**config.mk**
```make
export PLATFORM = sky130hd
export DESIGN_NAME = debounced_pin_change_watcher_flat
export DESIGN_NICKNAME = d
export VERILOG_FILES = /design/src/dpcw_pkg.sv /design/src/dpcw_req_if.sv /design/src/dpcw_rsp_if.sv /design/src/dpcw_ram.sv /design/src/dpcw_fifo.sv /design/src/dpcw_ctrl.sv /design/src/dpcw_dp.sv /design/src/debounced_pin_change_watcher.sv /design/src/flat_wrapper.sv
export SDC_FILE = /design/constraint.sdc
export NUM_CORES = 1
export LEC_CHECK = 0
export BUFFER_PORTS_ARGS = -buffer_cell sky130_fd_sc_hd__buf_4
export CAP_MARGIN = 20
export CELL_PAD_IN_SITES_DETAIL_PLACEMENT = 0
export CELL_PAD_IN_SITES_GLOBAL_PLACEMENT = 1
export CORE_MARGIN = 3
export CORE_UTILIZATION = 53
export CTS_CLUSTER_DIAMETER = 200
export DETAILED_ROUTE_END_ITERATION = 12
export GPL_ROUTABILITY_DRIVEN = 0
export PLACE_DENSITY = 0.76
export SYNTH_ARGS = -nofsm -noshare
export SYNTH_HDL_FRONTEND = slang
export SYNTH_SLANG_ARGS = --single-unit
```
**constraint.sdc**
```tcl
create_clock -name clk -period 11.37 [get_ports clk]
set_input_delay 1.137 -clock clk [delete_from_list [all_inputs] [get_ports clk]]
set_output_delay 1.137 -clock clk [all_outputs]
set_load 0.005 [all_outputs]
```
**src/dpcw_pkg.sv**
```systemverilog
package dpcw_pkg;

  // Result limits and output queue sizing
  localparam int MAX_RESULTS = 8;
  localparam int RES_CNT_W   = $clog2(MAX_RESULTS + 1);
  localparam int FIFO_DEPTH  = 2 * MAX_RESULTS;
  localparam int FIFO_AW     = $clog2(FIFO_DEPTH);

  // Request codes
  localparam logic [1:0] FUNC_TICK    = 2'd0;
  localparam logic [1:0] FUNC_WATCH   = 2'd1;
  localparam logic [1:0] FUNC_UNWATCH = 2'd2;

  // Level code for unknown raw reading / nothing reported yet
  localparam logic [1:0] LEVEL_UNKNOWN = 2'd2;

  // Result kinds
  localparam logic KIND_CHANGE = 1'b0;
  localparam logic KIND_REPLY  = 1'b1;

  // One watch slot as stored in the slot RAM
  typedef struct packed {
    logic        in_use;
    logic [5:0]  pin;
    logic [15:0] settle;
    logic [1:0]  raw;
    logic [1:0]  rep;
    logic [31:0] chg;
  } slot_rec_t;

  // One result transaction
  typedef struct packed {
    logic       event_kind;
    logic [5:0] pin_number;
    logic       level;
    logic       ok;
    logic       last;
  } result_t;

  // Controller to datapath
  typedef struct packed {
    logic load;
    logic rd;
    logic proc;
    logic fin;
  } dp_cmd_t;

  // Datapath to controller
  typedef struct packed {
    logic rd_last;
    logic room;
  } dp_status_t;

endpackage

```
**src/dpcw_req_if.sv**
```systemverilog
interface dpcw_req_if #(
  parameter int PINS = 64
);
  logic            valid;
  logic            ready;
  logic [1:0]      func;
  logic [31:0]     now_ms;
  logic [PINS-1:0] pin_levels;
  logic [5:0]      pin;
  logic [15:0]     settle_ms;

  modport source (output valid, func, now_ms, pin_levels, pin, settle_ms, input ready);
  modport sink (input valid, func, now_ms, pin_levels, pin, settle_ms, output ready);
endinterface

```
**src/dpcw_rsp_if.sv**
```systemverilog
interface dpcw_rsp_if;
  logic       valid;
  logic       ready;
  logic       event_kind;
  logic [5:0] pin_number;
  logic       level;
  logic       ok;
  logic       last;

  modport source (output valid, event_kind, pin_number, level, ok, last, input ready);
  modport sink (input valid, event_kind, pin_number, level, ok, last, output ready);
endinterface

```
**src/dpcw_ram.sv**
```systemverilog
module dpcw_ram #(
  parameter int WIDTH = 8,
  parameter int DEPTH = 8
) (
  input  logic                                   clk,
  input  logic                                   we,
  input  logic [((DEPTH > 1) ? $clog2(DEPTH) : 1)-1:0] waddr,
  input  logic [WIDTH-1:0]                       wdata,
  input  logic                                   re,
  input  logic [((DEPTH > 1) ? $clog2(DEPTH) : 1)-1:0] raddr,
  output logic [WIDTH-1:0]                       rdata
);
  logic [WIDTH-1:0] mem [DEPTH];

  // Single write port, registered read port
  always_ff @(posedge clk) begin
    if (we) begin
      mem[waddr] <= wdata;
    end
    if (re) begin
      rdata <= mem[raddr];
    end
  end
endmodule

```
**src/dpcw_fifo.sv**
```systemverilog
module dpcw_fifo (
  input  logic               clk,
  input  logic               rst,
  input  logic               push,
  input  dpcw_pkg::result_t  push_data,
  input  logic               pop,
  output dpcw_pkg::result_t  head,
  output logic               not_empty,
  output logic               room
);
  localparam int AW = dpcw_pkg::FIFO_AW;

  dpcw_pkg::result_t mem [dpcw_pkg::FIFO_DEPTH];
  logic [AW-1:0]     wr_ptr;
  logic [AW-1:0]     rd_ptr;
  logic [AW:0]       count;
  logic              do_pop;

  assign do_pop    = pop && not_empty;
  assign not_empty = (count != '0);
  assign head      = mem[rd_ptr];
  // Enough space left for every result one request can produce
  assign room = (count <= (AW+1)'(dpcw_pkg::FIFO_DEPTH - dpcw_pkg::MAX_RESULTS));

  // Storage
  always_ff @(posedge clk) begin
    if (push) begin
      mem[wr_ptr] <= push_data;
    end
  end

  // Pointers and occupancy
  always_ff @(posedge clk) begin
    if (rst) begin
      wr_ptr <= '0;
      rd_ptr <= '0;
      count  <= '0;
    end else begin
      if (push) begin
        wr_ptr <= wr_ptr + 1'b1;
      end
      if (do_pop) begin
        rd_ptr <= rd_ptr + 1'b1;
      end
      unique case ({push, do_pop})
        2'b10:   count <= count + 1'b1;
        2'b01:   count <= count - 1'b1;
        default: count <= count;
      endcase
    end
  end
endmodule

```
**src/dpcw_ctrl.sv**
```systemverilog
module dpcw_ctrl (
  input  logic                 clk,
  input  logic                 rst,
  input  logic                 in_valid,
  output logic                 in_ready,
  output dpcw_pkg::dp_cmd_t    cmd,
  input  dpcw_pkg::dp_status_t st
);
  typedef enum logic [3:0] {
    ST_IDLE   = 4'b0001,
    ST_READ   = 4'b0010,
    ST_DRAIN  = 4'b0100,
    ST_FINISH = 4'b1000
  } ctrl_state_t;

  ctrl_state_t state;
  ctrl_state_t state_next;
  logic        rd_q;

  // Next state and commands
  always_comb begin
    state_next = state;
    in_ready   = 1'b0;
    cmd        = '0;
    cmd.proc   = rd_q;
    unique case (state)
      ST_IDLE: begin
        in_ready = st.room;
        if (in_valid && st.room) begin
          cmd.load   = 1'b1;
          state_next = ST_READ;
        end
      end
      ST_READ: begin
        cmd.rd = 1'b1;
        if (st.rd_last) begin
          state_next = ST_DRAIN;
        end
      end
      ST_DRAIN: begin
        state_next = ST_FINISH;
      end
      ST_FINISH: begin
        cmd.fin    = 1'b1;
        state_next = ST_IDLE;
      end
      default: begin
        state_next = ST_IDLE;
      end
    endcase
  end

  // State register; slot processing comes in the cycle after each read
  always_ff @(posedge clk) begin
    if (rst) begin
      state <= ST_IDLE;
      rd_q  <= 1'b0;
    end else begin
      state <= state_next;
      rd_q  <= cmd.rd;
    end
  end
endmodule

```
**src/dpcw_dp.sv**
```systemverilog
module dpcw_dp #(
  parameter int SLOTS = 8,
  parameter int PINS  = 64
) (
  input  logic                 clk,
  input  logic                 rst,
  input  dpcw_pkg::dp_cmd_t    cmd,
  output dpcw_pkg::dp_status_t st,
  input  logic [1:0]           func,
  input  logic [31:0]          now_ms,
  input  logic [PINS-1:0]      pin_levels,
  input  logic [5:0]           pin,
  input  logic [15:0]          settle_ms,
  output dpcw_pkg::result_t    res,
  output logic                 res_valid,
  input  logic                 res_pop
);
  localparam int SW = (SLOTS > 1) ? $clog2(SLOTS) : 1;
  localparam int RW = $bits(dpcw_pkg::slot_rec_t);

  // Latched request
  logic [1:0]      func_q;
  logic [31:0]     now_q;
  logic [PINS-1:0] levels_q;
  logic [5:0]      pin_q;
  logic [15:0]     settle_q;

  // Walk and lookup state
  logic [SW-1:0]    rd_addr;
  logic [SW-1:0]    proc_addr;
  logic [SLOTS-1:0] vld;
  logic             match_found;
  logic [SW-1:0]    match_idx;
  logic             free_found;
  logic [SW-1:0]    free_idx;

  // Event collection
  logic [dpcw_pkg::RES_CNT_W-1:0] n_cnt;
  logic                           pend_valid;
  dpcw_pkg::result_t              pend;

  // Combinational
  logic [RW-1:0]         ram_rdata;
  logic                  ram_we;
  logic [SW-1:0]         ram_waddr;
  dpcw_pkg::slot_rec_t   ram_wdata;
  dpcw_pkg::slot_rec_t   rec;
  dpcw_pkg::slot_rec_t   upd;
  dpcw_pkg::slot_rec_t   arm;
  logic                  reading;
  logic                  settled;
  logic                  is_tick;
  logic                  fire;
  logic                  watch_ok;
  logic [SW-1:0]         tgt;
  logic                  push;
  dpcw_pkg::result_t     push_data;
  dpcw_pkg::result_t     new_evt;
  logic                  room;

  assign st.rd_last = (rd_addr == SW'(SLOTS - 1));
  assign st.room    = room;
  assign is_tick    = (func_q == dpcw_pkg::FUNC_TICK);

  dpcw_ram #(
    .WIDTH (RW),
    .DEPTH (SLOTS)
  ) u_slot_ram (
    .clk   (clk),
    .we    (ram_we),
    .waddr (ram_waddr),
    .wdata (ram_wdata),
    .re    (cmd.rd),
    .raddr (rd_addr),
    .rdata (ram_rdata)
  );

  // Slot update for the entry read last cycle
  always_comb begin
    rec = vld[proc_addr] ? dpcw_pkg::slot_rec_t'(ram_rdata) : '0;
    reading = 1'b0;
    for (int i = 0; i < PINS; i++) begin
      if (rec.pin == 6'(i)) begin
        reading = levels_q[i];
      end
    end
    upd = rec;
    if ({1'b0, reading} != rec.raw) begin
      upd.chg = now_q;
      upd.raw = {1'b0, reading};
    end
    settled = ((now_q - upd.chg) > {16'd0, rec.settle});
    fire = cmd.proc && is_tick && rec.in_use && settled &&
           ({1'b0, reading} != rec.rep) &&
           (n_cnt < dpcw_pkg::RES_CNT_W'(dpcw_pkg::MAX_RESULTS));
    if (fire) begin
      upd.rep = {1'b0, reading};
    end
    new_evt.event_kind = dpcw_pkg::KIND_CHANGE;
    new_evt.pin_number = rec.pin;
    new_evt.level      = reading;
    new_evt.ok         = 1'b0;
    new_evt.last       = 1'b0;
  end

  // Freshly armed watch slot
  always_comb begin
    arm.in_use = 1'b1;
    arm.pin    = pin_q;
    arm.settle = settle_q;
    arm.raw    = dpcw_pkg::LEVEL_UNKNOWN;
    arm.rep    = dpcw_pkg::LEVEL_UNKNOWN;
    arm.chg    = '0;
    watch_ok   = match_found || free_found;
    tgt        = match_found ? match_idx : free_idx;
  end

  // RAM write and result push
  always_comb begin
    ram_we    = 1'b0;
    ram_waddr = proc_addr;
    ram_wdata = upd;
    push      = 1'b0;
    push_data = pend;
    if (cmd.proc && is_tick && rec.in_use) begin
      ram_we = 1'b1;
    end
    if (fire && pend_valid) begin
      push = 1'b1;
    end
    if (cmd.fin) begin
      unique case (func_q)
        dpcw_pkg::FUNC_TICK: begin
          push           = pend_valid;
          push_data.last = 1'b1;
        end
        dpcw_pkg::FUNC_WATCH: begin
          ram_we               = watch_ok;
          ram_waddr            = tgt;
          ram_wdata            = arm;
          push                 = 1'b1;
          push_data.event_kind = dpcw_pkg::KIND_REPLY;
          push_data.pin_number = pin_q;
          push_data.level      = 1'b0;
          push_data.ok         = watch_ok;
          push_data.last       = 1'b1;
        end
        dpcw_pkg::FUNC_UNWATCH: begin
          push                 = 1'b1;
          push_data.event_kind = dpcw_pkg::KIND_REPLY;
          push_data.pin_number = pin_q;
          push_data.level      = 1'b0;
          push_data.ok         = match_found;
          push_data.last       = 1'b1;
        end
        default: begin
          push = 1'b0;
        end
      endcase
    end
  end

  // Request capture and slot walk
  always_ff @(posedge clk) begin
    if (cmd.load) begin
      func_q   <= func;
      now_q    <= now_ms;
      levels_q <= pin_levels;
      pin_q    <= pin;
      settle_q <= settle_ms;
    end
    if (cmd.load) begin
      rd_addr <= '0;
    end else if (cmd.rd) begin
      rd_addr <= rd_addr + 1'b1;
    end
    if (cmd.rd) begin
      proc_addr <= rd_addr;
    end
    if (fire) begin
      pend <= new_evt;
    end
    if (cmd.proc && !match_found && (rec.pin == pin_q)) begin
      match_idx <= proc_addr;
    end
    if (cmd.proc && !free_found && !rec.in_use) begin
      free_idx <= proc_addr;
    end
  end

  // Control state: slot valid bits, lookup flags, event count
  always_ff @(posedge clk) begin
    if (rst) begin
      vld         <= '0;
      match_found <= 1'b0;
      free_found  <= 1'b0;
      pend_valid  <= 1'b0;
      n_cnt       <= '0;
    end else begin
      if (cmd.load) begin
        match_found <= 1'b0;
        free_found  <= 1'b0;
        pend_valid  <= 1'b0;
        n_cnt       <= '0;
      end else begin
        if (cmd.proc && (rec.pin == pin_q)) begin
          match_found <= 1'b1;
        end
        if (cmd.proc && !rec.in_use) begin
          free_found <= 1'b1;
        end
        if (fire) begin
          pend_valid <= 1'b1;
          n_cnt      <= n_cnt + 1'b1;
        end else if (cmd.fin) begin
          pend_valid <= 1'b0;
        end
      end
      if (cmd.fin && (func_q == dpcw_pkg::FUNC_WATCH) && watch_ok) begin
        vld[tgt] <= 1'b1;
      end
      if (cmd.fin && (func_q == dpcw_pkg::FUNC_UNWATCH) && match_found) begin
        vld[match_idx] <= 1'b0;
      end
    end
  end

  dpcw_fifo u_fifo (
    .clk       (clk),
    .rst       (rst),
    .push      (push),
    .push_data (push_data),
    .pop       (res_pop),
    .head      (res),
    .not_empty (res_valid),
    .room      (room)
  );
endmodule

```
**src/debounced_pin_change_watcher.sv**
```systemverilog
// Channel | Dir | Payload                                        | Transaction
// --------+-----+------------------------------------------------+-----------------------
// req     | in  | func, now_ms, pin_levels, pin, settle_ms       | one tick/watch/unwatch
// rsp     | out | event_kind, pin_number, level, ok, last        | one change or reply
//
// Each request is accepted in IDLE, then the slot RAM is read once per slot in READ, the
// last slot is finished in DRAIN, and FINISH writes the watch slot and queues the reply
// or final result. The walk reads one slot per cycle.
// Reset clears all slots (valid bits), the result queue and the controller at once.
// Results wait in a 16-entry queue; a new request is taken only while at most 8 results
// wait, so rsp stalls hold off requests once more than 8 results are queued.
module debounced_pin_change_watcher #(
  parameter int SLOTS = 8,
  parameter int PINS  = 64
) (
  input logic        clk,
  input logic        rst,
  dpcw_req_if.sink   req,
  dpcw_rsp_if.source rsp
);
  dpcw_pkg::dp_cmd_t    cmd;
  dpcw_pkg::dp_status_t st;
  dpcw_pkg::result_t    res;
  logic                 res_valid;
  logic                 in_ready;

  dpcw_ctrl u_ctrl (
    .clk      (clk),
    .rst      (rst),
    .in_valid (req.valid),
    .in_ready (in_ready),
    .cmd      (cmd),
    .st       (st)
  );

  dpcw_dp #(
    .SLOTS (SLOTS),
    .PINS  (PINS)
  ) u_dp (
    .clk         (clk),
    .rst         (rst),
    .cmd         (cmd),
    .st          (st),
    .func        (req.func),
    .now_ms      (req.now_ms),
    .pin_levels  (req.pin_levels),
    .pin         (req.pin),
    .settle_ms   (req.settle_ms),
    .res         (res),
    .res_valid   (res_valid),
    .res_pop     (rsp.ready)
  );

  assign req.ready      = in_ready;
  assign rsp.valid      = res_valid;
  assign rsp.event_kind = res.event_kind;
  assign rsp.pin_number = res.pin_number;
  assign rsp.level      = res.level;
  assign rsp.ok         = res.ok;
  assign rsp.last       = res.last;
endmodule

```
**src/flat_wrapper.sv**
```systemverilog
// flat-port wrapper written by rule: the top's interface ports become plain ports
module debounced_pin_change_watcher_flat 
#(
  parameter int SLOTS = 8,
  parameter int PINS  = 64
)
  (clk, rst, req_valid, req_func, req_now_ms, req_pin_levels, req_pin, req_settle_ms, req_ready, rsp_valid, rsp_event_kind, rsp_pin_number, rsp_level, rsp_ok, rsp_last, rsp_ready);
  dpcw_req_if #(.PINS(PINS)) req_i ();
  dpcw_rsp_if rsp_i ();
  input logic clk;
  input logic rst;
  input wire logic [$bits(req_i.valid)-1:0] req_valid;
  input wire logic [$bits(req_i.func)-1:0] req_func;
  input wire logic [$bits(req_i.now_ms)-1:0] req_now_ms;
  input wire logic [$bits(req_i.pin_levels)-1:0] req_pin_levels;
  input wire logic [$bits(req_i.pin)-1:0] req_pin;
  input wire logic [$bits(req_i.settle_ms)-1:0] req_settle_ms;
  output wire logic [$bits(req_i.ready)-1:0] req_ready;
  output wire logic [$bits(rsp_i.valid)-1:0] rsp_valid;
  output wire logic [$bits(rsp_i.event_kind)-1:0] rsp_event_kind;
  output wire logic [$bits(rsp_i.pin_number)-1:0] rsp_pin_number;
  output wire logic [$bits(rsp_i.level)-1:0] rsp_level;
  output wire logic [$bits(rsp_i.ok)-1:0] rsp_ok;
  output wire logic [$bits(rsp_i.last)-1:0] rsp_last;
  input wire logic [$bits(rsp_i.ready)-1:0] rsp_ready;
  assign req_i.valid = req_valid;
  assign req_i.func = req_func;
  assign req_i.now_ms = req_now_ms;
  assign req_i.pin_levels = req_pin_levels;
  assign req_i.pin = req_pin;
  assign req_i.settle_ms = req_settle_ms;
  assign req_ready = req_i.ready;
  assign rsp_valid = rsp_i.valid;
  assign rsp_event_kind = rsp_i.event_kind;
  assign rsp_pin_number = rsp_i.pin_number;
  assign rsp_level = rsp_i.level;
  assign rsp_ok = rsp_i.ok;
  assign rsp_last = rsp_i.last;
  assign rsp_i.ready = rsp_ready;
  debounced_pin_change_watcher #(.SLOTS(SLOTS), .PINS(PINS)) u_core (.clk(clk), .rst(rst), .req(req_i), .rsp(rsp_i));
endmodule
```
==> impl_metrics.json <==
{
  "p_sw_share_pct": 21.64,
  "seq_power_share_pct": 51.2,
  "slew-limit-headroom_pct": 25.00,
  "dieHeight_um": 271.3,
  "worstPathMaxFanout": 39,
  "yosysSeqAreaShare_pct": 68.74,
  "cp_slowest_cell": "or4_1",
  "post-place-ws_ns": 1.105,
  "p_int_mw": 5.494,
  "io_pins": 136,
  "synth_area_per_cell_sq_um": 16.26,
  "async_flop_share_pct": 0,
  "area_growth_pct": 13.36,
  "clockBufferDepth": 3,
  "start_kind": "flop",
  "hold_violations": 0,
  "core_area_sq_mm": 0.06919,
  "synth.area.top_cells": "edfxtp_1 (67%), mux4_2 (10%), mux2_2 (2.2%)",
  "fin_skew_ns": 0.02255,
  "drive_gt1_share_pct": 23.35,
  "end_kind": "flop",
  "cts-buffers-inserted": 88,
  "yosysMostFrequentCell": "edfxtp_1",
  "min_period_over_period_pct": 91.58,
  "cts.htree.levels": 3,
  "grt_pass1_wl_mm": 128.4,
  "min_period_ns": 10.41,
  "rrSetupSlack_ns": 0.96,
  "r2r_end": "u_core.u_dp.u_fifo.count[4]$_SDFFE_PP0P_",
  "power_frac_clock_pct": 41.7,
  "wl_per_cell_um": 24.16,
  "synth-warning-count": 0,
  "drcViolationCount": 0,
  "total_switching_power_mw": 1.517,
  "synth_common_cells": "edfxtp_1 (827), mux4_2 (170), nor2_1 (154)",
  "cts_resized": 0,
  "die-area_sq_mm": 0.07358,
  "first_iter_violations": 1979,
  "postRouteAntennaNets": 0,
  "die_width_um": 271.3,
  "cp_data_required_time_ns": 11.94,
  "ys.flop_type": "edfxtp_1",
  "grt_pass1_vias": 21370,
  "ctsHoldBuffers": 0,
  "nNetsFinal": 2607,
  "wl_mm": 82.83,
  "power_leakage_nw": 14.06,
  "hold_path.class": "reg2reg",
  "start_util_pct": 53.90,
  "synth_top_area_cell": "edfxtp_1",
  "synth-edff-count": 827,
  "cts_sinks": 867,
  "syn_nets": 2471,
  "holdPathStages": 2,
  "peakVddDrop_v": 0.0001359,
  "drtPass1Iterations": 5,
  "synth_area_sq_mm": 0.03729,
  "numPortBuffers": 135,
  "ys_types": 93,
  "p_per_area_mw_per_mm2": 165.9,
  "clock_latency_ns": 0.65,
  "r2r_start": "u_core.u_dp.proc_addr[0]$_DFFE_PP_",
  "worstHoldStart": "u_core.u_dp.n_cnt[3]$_SDFFE_PP0P_",
  "root_buffer": "clkbuf_16",
  "num_rows": 96,
  "status": "finished clean",
  "cts_tree": "done",
  "holdPathEnd": "u_core.u_dp.n_cnt[3]$_SDFFE_PP0P_",
  "yosys_register_bits": 867,
  "grt_overflow": 0,
  "rr_worst_depth": 43,
  "setup_tns_ns": 0,
  "cp.arrival_ns": 10.98,
  "hpwl_mm": 50.14,
  "netlist_instances": 2293,
  "path_class": "reg2reg",
  "clkSlewWorstSetupHoldPaths_ns": 0.06,
  "post_cts_buffers": 0,
  "fin_ws_ns": 0.9573,
  "worst_path_largest_cell_delay_ns": 0.60,
  "rsz0062_at_grt": "false",
  "pwr-share-comb_pct": 7.1,
  "maxCapViolations": 0,
  "worst_pin_slew_ns": 1.125,
  "max_freq_mhz": 96.04,
  "finalMaxSlewViolations": 0,
  "viasPerCell": 6.078,
  "vias": 20840,
  "n_antenna_cell": 0,
  "antenna_found_initial": 0,
  "grt_usage_pct": 22.74,
  "setup_violations": 0,
  "netlist.area_leader.share_pct": 66.60,
  "grt_max_degree": 75
}
[logic make-up after synthesis]
family | count (synthesis) | synth area share (%)
flip-flops | 867 | 68.74
AND/OR/NAND/NOR | 523 | 6.818
XOR/XNOR | 38 | 0.8925
AO/OA/AOI/OAI | 356 | 6.392
multiplexers | 269 | 13.19
adder cells (fa/ha/maj) | 59 | 1.966
buffers and inverters | 181 | 2.003
[layout make-up]
cell class              instances  area, sq um
inverters                      53        198.9
repair buffers                174         1306
fillers                      5118        26910
multi-input cells            1245        10980
clock inverters                45        598.1
well taps                     931         1165
clock buffers                 113         2377
flip-flops and latches        867        25650
[how the worst max path moves through the flow]
stage                                        from                                       end
2_1_floorplan  u_core.u_dp.proc_addr[0]$_DFFE_PP_  u_core.u_dp.u_fifo.count[4]$_SDFFE_PP0P_
3_3_place_gp   u_core.u_dp.proc_addr[0]$_DFFE_PP_  u_core.u_dp.u_fifo.count[4]$_SDFFE_PP0P_
3_5_place_dp   u_core.u_dp.proc_addr[0]$_DFFE_PP_  u_core.u_dp.u_fifo.count[4]$_SDFFE_PP0P_
4_1_cts        u_core.u_dp.proc_addr[0]$_DFFE_PP_  u_core.u_dp.u_fifo.count[4]$_SDFFE_PP0P_
5_1_grt        u_core.u_dp.proc_addr[0]$_DFFE_PP_  u_core.u_dp.u_fifo.count[4]$_SDFFE_PP0P_
6_report       u_core.u_dp.proc_addr[0]$_DFFE_PP_  u_core.u_dp.u_fifo.count[4]$_SDFFE_PP0P_
[stage by stage]
stage / instance area, sq um / hold WS [ns] / util (%) / cells / total power, mW
after floorplan: 37290 / 0.4323 / - / 2293 / 3.998
after global placement: 39290 / 0.4606 / 56.79 / 3269 / 4.142
after detailed placement: 39290 / 0.4818 / 56.79 / 3269 / 4.150
after CTS: 42260 / 0.4971 / 61.09 / 3427 / 7.081
after global routing: 42270 / 0.5174 / 61.10 / 3428 / 7.256
final: 42270 / 0.4916 / 61.10 / 3428 / 7.011
[cells in the final DEF, fill, tap and decap left out, types with 10 or more instances in the layout]
| cell type | synthesis | routed |
|---|---|---|
| edfxtp_1 | 827 | 827 |
| buf_4 | 2 | 174 |
| mux4_2 | 170 | 170 |
| nor2_1 | 154 | 147 |
| nand2_1 | 139 | 139 |
| a21oi_1 | 107 | 107 |
| clkbuf_16 | 0 | 89 |
| o21ai_0 | 76 | 76 |
| mux2_2 | 72 | 72 |
| ha_1 | 53 | 53 |
| inv_1 | 53 | 52 |
| and3_1 | 43 | 43 |
| dfxtp_1 | 40 | 36 |
| nor2b_1 | 30 | 30 |
| nand3_1 | 29 | 29 |
| xnor2_1 | 27 | 27 |
| nor3_1 | 27 | 25 |
| mux2i_1 | 24 | 24 |
| nand2b_1 | 22 | 22 |
| a211oi_1 | 22 | 22 |
| a21o_1 | 19 | 19 |
| clkbuf_1 | 80 | 18 |
| a31oi_1 | 16 | 16 |
| clkinv_1 | 0 | 16 |
| nand4_1 | 15 | 15 |
| nor4_1 | 11 | 11 |
| o211ai_1 | 11 | 11 |
| xor2_1 | 11 | 11 |
| bufinv_16 | 0 | 11 |
| and2_1 | 11 | 10 |
[worst max-delay path: cells and delay by family, from the launching register on]
family	cells	cell delay [ns]
compound gates	14	3.29
flops	1	0.52
simple gates	16	3.76
buf+inv	4	0.54
fa+ha+maj	4	1.40
mux	3	0.58
xor+xnor	2	0.22
[state kept, by name, summed over array words and instances, names as in the netlist, 2 cells and up, named ones only]
signal / flops
u_core.u_dp.proc_addr: 3
u_core.u_dp.u_slot_ram.mem: 472
u_core.u_dp.rd_addr: 3
u_core.u_dp.u_slot_ram.rdata: 59
u_core.u_dp.settle_q: 16
u_core.u_dp.u_fifo.rd_ptr: 4
u_core.u_dp.func_q: 2
u_core.u_dp.n_cnt: 4
u_core.u_dp.u_fifo.wr_ptr: 4
u_core.u_dp.u_fifo.mem: 160
u_core.u_dp.pend: 7
u_core.u_dp.vld: 8
u_core.u_dp.match_idx: 3
u_core.u_dp.u_fifo.count: 5
u_core.u_dp.pin_q: 6
u_core.u_dp.levels_q: 64
u_core.u_dp.free_idx: 3
u_core.u_ctrl.state: 4
u_core.u_dp.now_q: 32
[power groups by stage]
stage / clock network (mW) / registers [mW] / logic (mW)
6_report: 2.93 / 3.59 / 0.495
3_3_place_gp: 0 / 3.66 / 0.486
2_1_floorplan: 0 / 3.63 / 0.368
5_1_grt: 3.11 / 3.59 / 0.548
4_1_cts: 2.99 / 3.59 / 0.497
3_5_place_dp: 0 / 3.66 / 0.494
[per-layer routing]
metal / global-route usage [%] / up-vias / part of all wire [%]
met3: 2.811 / 111 / 4.7
met4: 6.185 / 0 / 2.1
li1: - / 9346 / -
met2: 38.27 / 632 / 50
met5: 0 / - / 0
met1: 31.74 / 10750 / 43
Note: power is estimated with default switching activity, not from simulation.
